===== config.mk =====
export PLATFORM = sky130hd
export DESIGN_NAME = sta_recip
export DESIGN_NICKNAME = d
export VERILOG_FILES = /design/src/rtl/core/sta_pkg.sv /design/src/rtl/core/sta_recip.sv
export SDC_FILE = /design/constraint.sdc
export NUM_CORES = 2
export LEC_CHECK = 0
export BUFFER_PORTS_ARGS = -buffer_cell sky130_fd_sc_hd__clkbuf_2
export CORE_MARGIN = 2
export CORE_UTILIZATION = 35
export CTS_BUF_LIST = sky130_fd_sc_hd__clkbuf_4 sky130_fd_sc_hd__clkbuf_8
export DETAILED_ROUTE_END_ITERATION = 16
export GPL_TIMING_DRIVEN = 0
export PLACE_DENSITY_LB_ADDON = 0.2
export SETUP_SLACK_MARGIN = 0.4
export SLEW_MARGIN = 20
export SYNTH_ARGS = -nofsm -noshare
export SYNTH_HDL_FRONTEND = slang
export SYNTH_SLANG_ARGS = --single-unit

===== constraint.sdc =====
create_clock -name clk -period 2.96 [get_ports clk]
set_clock_uncertainty 0.05 [all_clocks]
set_input_delay 0.444 -clock clk [delete_from_list [all_inputs] [get_ports clk]]
set_output_delay 0.444 -clock clk [all_outputs]
set_load 0.02 [all_outputs]

===== src/rtl/core/sta_pkg.sv =====
// sta_pkg: constants and helpers shared by the slope-to-angle pipeline
// no dependencies
`default_nettype none
package sta_pkg;
    localparam int IN_W       = 16;
    localparam int OUT_W      = 16;
    localparam int WORK_FRAC  = 24;
    localparam int X_W        = 25;   // q.24 value up to 1.0
    localparam int MAG_W      = 17;
    localparam int IN_FRAC    = 8;
    localparam int OUT_FRAC   = 8;
    localparam int RQ_W       = 33;   // reciprocal quotient width
    localparam logic [X_W-1:0] ONE_WORK = X_W'(1) << WORK_FRAC;
    localparam logic [31:0] DEG_K = 32'd961263669;
    localparam logic [31:0] NINETY_Q24 = 32'd90 << WORK_FRAC;

    // truncating q.24 product of two values up to 1.0
    function automatic logic [X_W-1:0] mul_q24(input logic [X_W-1:0] a,
                                               input logic [X_W-1:0] b);
        logic [2*X_W-1:0] p;
        begin
            p = a * b;
            mul_q24 = p[WORK_FRAC +: X_W];
        end
    endfunction
endpackage
`default_nettype wire


===== src/rtl/core/sta_recip.sv =====
// sta_recip: pipelined restoring divider, 2^32 / mag, one quotient bit a stage
// depends on sta_pkg
`default_nettype none
module sta_recip
    import sta_pkg::*;
(
    input  wire logic             clk,
    input  wire logic             rst_n,
    input  wire logic             en,
    input  wire logic             in_vld,
    input  wire logic [MAG_W-1:0] in_mag,
    input  wire logic             in_neg,
    output logic                  out_vld,
    output logic [X_W-1:0]        out_x,
    output logic                  out_neg,
    output logic                  out_rcp
);
    localparam int NS = RQ_W;
    localparam int R_W = MAG_W + 1;

    logic [NS:0]            vld_reg;
    logic [R_W-1:0]         rem_reg [NS+1];
    logic [RQ_W-1:0]        quo_reg [NS+1];
    logic [MAG_W-1:0]       div_reg [NS+1];
    logic [NS:0]            neg_reg;
    logic [NS:0]            rcp_reg;
    logic [X_W-1:0]         dir_reg [NS+1];

    // stage 0 captures the operand
    always_ff @(posedge clk or negedge rst_n)
    begin
        if (!rst_n)
            vld_reg <= '0;
        else if (en)
            vld_reg <= {vld_reg[NS-1:0], in_vld};
    end

    always_ff @(posedge clk)
    begin
        if (en)
        begin
            rem_reg[0] <= '0;
            quo_reg[0] <= '0;
            div_reg[0] <= in_mag;
            neg_reg[0] <= in_neg;
            rcp_reg[0] <= (in_mag >= MAG_W'(1 << IN_FRAC));
            dir_reg[0] <= X_W'(in_mag) << (WORK_FRAC - IN_FRAC);
        end
    end

    // one quotient bit per stage, dividend bit RQ_W-1-i of 2^32
    for (genvar i = 0; i < NS; i++)
    begin : g_div
        logic [R_W-1:0] r_sh;
        logic           dbit;
        always_comb
        begin
            dbit = (i == 0);
            r_sh = {rem_reg[i][R_W-2:0], dbit};
        end
        always_ff @(posedge clk)
        begin
            if (en)
            begin
                if (r_sh >= R_W'(div_reg[i]))
                begin
                    rem_reg[i+1] <= r_sh - R_W'(div_reg[i]);
                    quo_reg[i+1] <= {quo_reg[i][RQ_W-2:0], 1'b1};
                end
                else
                begin
                    rem_reg[i+1] <= r_sh;
                    quo_reg[i+1] <= {quo_reg[i][RQ_W-2:0], 1'b0};
                end
                div_reg[i+1] <= div_reg[i];
                neg_reg[i+1] <= neg_reg[i];
                rcp_reg[i+1] <= rcp_reg[i];
                dir_reg[i+1] <= dir_reg[i];
            end
        end
    end

    // pick branch and clamp to 1.0
    always_comb
    begin
        out_vld = vld_reg[NS];
        out_neg = neg_reg[NS];
        out_rcp = rcp_reg[NS];
        if (!rcp_reg[NS])
            out_x = dir_reg[NS];
        else if (quo_reg[NS] > RQ_W'(ONE_WORK))
            out_x = ONE_WORK;
        else
            out_x = quo_reg[NS][X_W-1:0];
    end
endmodule
`default_nettype wire


; Word-level counts from Yosys, hierarchy flattened
; Memories as Yosys holds them, arrays and structs flattened.
; Index checks and enable logic that the tools add are counted.
[classes]
magnitude_cmp = 35
bitwise = 66
n_addsub = 33
mux = 268
[op_table]
columns = cell, n
row1 = $mux 33, 33
row2 = $ge 18x17->1, 33
row3 = $mux 18, 33
row4 = $sub 18x17->18, 33
row5 = $mux 1, 200
row6 = $or 1x1->1, 66
row7 = $mux 25, 2
row8 = $gt 33x25->1 const B, 1
row9 = $ge 17x9->1 const B, 1
[totals]
input_bits = 22
ramBits = 3162
register_bits = 102
mem_count = 4
out_inout_bits = 28
wordCells = 475
[memory_table]
columns = name, words, word_bits, read_ports, rd_ports_with_merged_regs, write_ports, line_no
row1 = quo_reg, 34, 33, 34, 0, 34, sta_recip.sv:23  ; logic [RQ_W-1:0] quo_reg [NS+1];
row2 = dir_reg, 34, 25, 34, 0, 34, sta_recip.sv:27  ; logic [X_W-1:0] dir_reg [NS+1];
row3 = rem_reg, 34, 18, 33, 0, 34, sta_recip.sv:22  ; logic [R_W-1:0] rem_reg [NS+1];
row4 = div_reg, 34, 17, 33, 0, 34, sta_recip.sv:24  ; logic [MAG_W-1:0] div_reg [NS+1];

; Longest topological paths before layout
; An unclocked memory read counts as a cell.
[logic_depth]
depth_word = 6
depth_mapped = 12
ltp_nobuf = 10

; Worst setup path before layout
; OpenSTA, ideal clock, no wires.
[synth_timing]
kind = register to register
startpoint = mem div_reg[11][0]
endpoint = mem rem_reg[6][10] (netlist bit), data pin
stages_incl_launch_ff = 10
period_less_slack_ns = 3.066
path_buffers = 1
setup_ns = 0.260
t_required_ns = 2.650
arrival_ns = 2.756
path_slack_ns = -0.106
cell_sequence = edfxtp_1 fa_1 nand2b_1 a21oi_1 o211ai_1 a32oi_1 a21oi_1 o21ai_1 buf_2 mux2_2
[synth_rtl]
columns = item, line_no
row1 = "start, declared", sta_recip.sv:24
row2 = "end, declared", sta_recip.sv:22

==> flow_summary.json <==
{
  "grt_max_degree": 78,
  "synth_flop_cell": "edfxtp_1",
  "synth-edff-count": 1741,
  "grt_pass1_wl_mm": 314.4,
  "syn_area_um2": 87960,
  "period_share_pct": 113.6,
  "die-area_um2": 255300,
  "hold_path.class": "input pin to register",
  "numCtsBuffers": 324,
  "p_leak_nw": 43.86,
  "syn_inst": 6666,
  "overflow": 0,
  "dp_cells": 10080,
  "ios": 50,
  "clockBufferDepth": 4,
  "drv_slew": 0,
  "cellPowerDensity_nw_per_um2": 969.0,
  "drc": 0,
  "tightest_slew_ps": 999.8,
  "gp_congestion": 0.8603,
  "worstPathMaxFanout": 5,
  "row_count": 184,
  "crit_required_ps": 2470,
  "io_buffers": 49,
  "startpoint_type": "register",
  "start_util_pct": 35.08,
  "relSlewSlack_pct": 33.35,
  "die_h_um": 505.3,
  "synth_seq_cells": 1777,
  "tritoncts": "built",
  "cts_root_buffer": "clkbuf_8",
  "worstPathArrival_ps": 2870,
  "drt_iter0_markers": 3141,
  "ant_nets": 0,
  "layout_commonest_cell": "edfxtp_1",
  "peakVddDrop_uv": 452.8,
  "viasPerCell": 4.940,
  "status": "finished, violations left",
  "clk_latency_ps": 1040,
  "synth_fp_nets": 7263,
  "drive_above_1_share_pct": 28.84,
  "yosysWarnings": 0,
  "tns_ps": -9548,
  "stdcell_count": 11180,
  "setup_ws_ps": -402.0,
  "core_um2": 250700,
  "clkSinkCount": 1777,
  "antenna_found_initial": 4,
  "grt_pass1_vias": 55800,
  "grt_use_total_pct": 15.46,
  "maxCapViolations": 0,
  "synth_top_area_share_pct": 59.44,
  "hold_viol": 0,
  "async_reset_ff_share_pct": 1.913,
  "end_kind": "output port",
  "yosysTopAreaCell": "edfxtp_1",
  "max_freq_ghz": 0.2974,
  "layout_min_cycle_time_ps": 3362,
  "yosysUniqueCellTypes": 86,
  "vias": 55220,
  "layout_common_cells": "edfxtp_1, inv_1, ha_1",
  "rsz0062_at_grt": "true",
  "wl_mm": 204.2,
  "dp_hpwl_mm": 137.1,
  "final_nets": 8207,
  "firstDrtPassIters": 5,
  "critical_path_class": "register to output port",
  "violations": "setup timing",
  "fp.dieW_um": 505.3,
  "synth_area_leaders": "edfxtp_1, ha_1, mux2_2",
  "cts.clk_slew.worst_paths_ps": 60,
  "setup_viol": 37,
  "h-tree-depth": 5,
  "syn2layout_area_growth_pct": 25.05,
  "yosysSeqAreaShare_pct": 60.45,
  "wl_per_cell_um": 18.27,
  "avgSynthCellArea_um2": 13.20
}
## synthesized netlist by cell type, drive strengths merged, types with 31 or more instances
library cell	instances
edfxtp	1741
inv	718
ha	544
mux2	426
a21oi	375
nor2	322
xnor2	302
nand2	269
o21ai	199
a21o	157
o21a	121
nor2b	114
xor2	114
nand3	103
nor3	88
clkbuf	79
and2	77
nand4	76
a211oi	57
mux2i	53
a31oi	51
and3	41
nor4	40
buf	39
nand2b	39
o2111ai	36
dfrtp	34
o31ai	34
a21bo	33
a221oi	33
fa	31
## path summary, 6_finish.rpt
path	start	to	slack, ps	depth (start not counted)
max	quo_reg[33][0]$_DFFE_PP_	out_x[17]	-400	8
min	in_mag[10]	div_reg[0][10]$_DFFE_PP_	130	2
max reg2reg	div_reg[1][9]$_DFFE_PP_	rem_reg[1][13]$_DFFE_PP_	-110	13
min reg2reg	quo_reg[28][24]$_DFFE_PP_	quo_reg[29][25]$_DFFE_PP_	300	0
max in group asynchronous	rst_n	vld_reg[10]$_DFFE_PN0P_	2220	4
min in group asynchronous	rst_n	vld_reg[27]$_DFFE_PN0P_	410	4
## through the flow
stage | worst slack [ps] | utilization, % | hold WS [ps] | instance area [um^2] | power [W]
2_1_floorplan | 234.6 | - | 98.41 | 89260 | 0.06603
3_3_place_gp | -15930 | 37.37 | 350.5 | 93690 | 0.07482
3_5_place_dp | -1856 | 37.56 | 354.5 | 94170 | 0.07482
4_1_cts | -479.7 | 42.41 | 3.001 | 106300 | 0.1036
5_1_grt | -614.3 | 43.87 | 47.45 | 110000 | 0.1133
6_report | -402.0 | 43.87 | 131.2 | 110000 | 0.1066
## worst max-delay path, cell delays in order (launching register included)
cell and delay (ps):
edfxtp_1 410, nor4_2 310, and4_1 260, nand3_2 100
a21oi_4 270, buf_8 160, nand2_2 50, o21ai_1 90
buf_4 170
## cells by family after synthesis
group	synth area share [%]
DFF	60.45
AOI/OAI and AO/OA	9.939
and+or+nand+nor	7.344
buffers and inverters	3.624
adders and majority gates	8.444
muxes	6.057
xor gates and xnor gates	4.142
## timing repair
action / in CTS / in global routing
pin swaps: 214 / 218
hold buffers: 35 / 0
resized for setup: 647 / 530
buffers inserted: 310 / 184
setup endpoints to repair: 1211 / 1207
hold endpoints to repair: 121 / 0
cloned: 21 / 2
## where the power goes
part | switching (W) | internal [W]
clock network | 0.00995 | 0.0122
logic | 0.0223 | 0.0243
registers | 0.00317 | 0.0347
## routing by layer
layer  vias up  GRT usage (%)  part of all wire [%]
met3       410          2.389                   3.7
li1      26680              -                     -
met2      1101          25.78                    48
met4         0          5.252                   3.1
met5         -              0                     0
met1     27030          20.47                    45
## cell type report
type / count / area [um^2]
Sequential cell: 1777 / 53170
Tap cell: 3348 / 4189
Buffer: 118 / 1261
Multi-Input combinational cell: 4053 / 36670
Timing Repair Buffer: 618 / 6013
Clock inverter: 109 / 658.1
Fill cell: 22640 / 140700
Clock buffer: 432 / 5320
Antenna cell: 5 / 12.51
Inverter: 718 / 2703
Note: power is estimated with default switching activity, not from simulation.
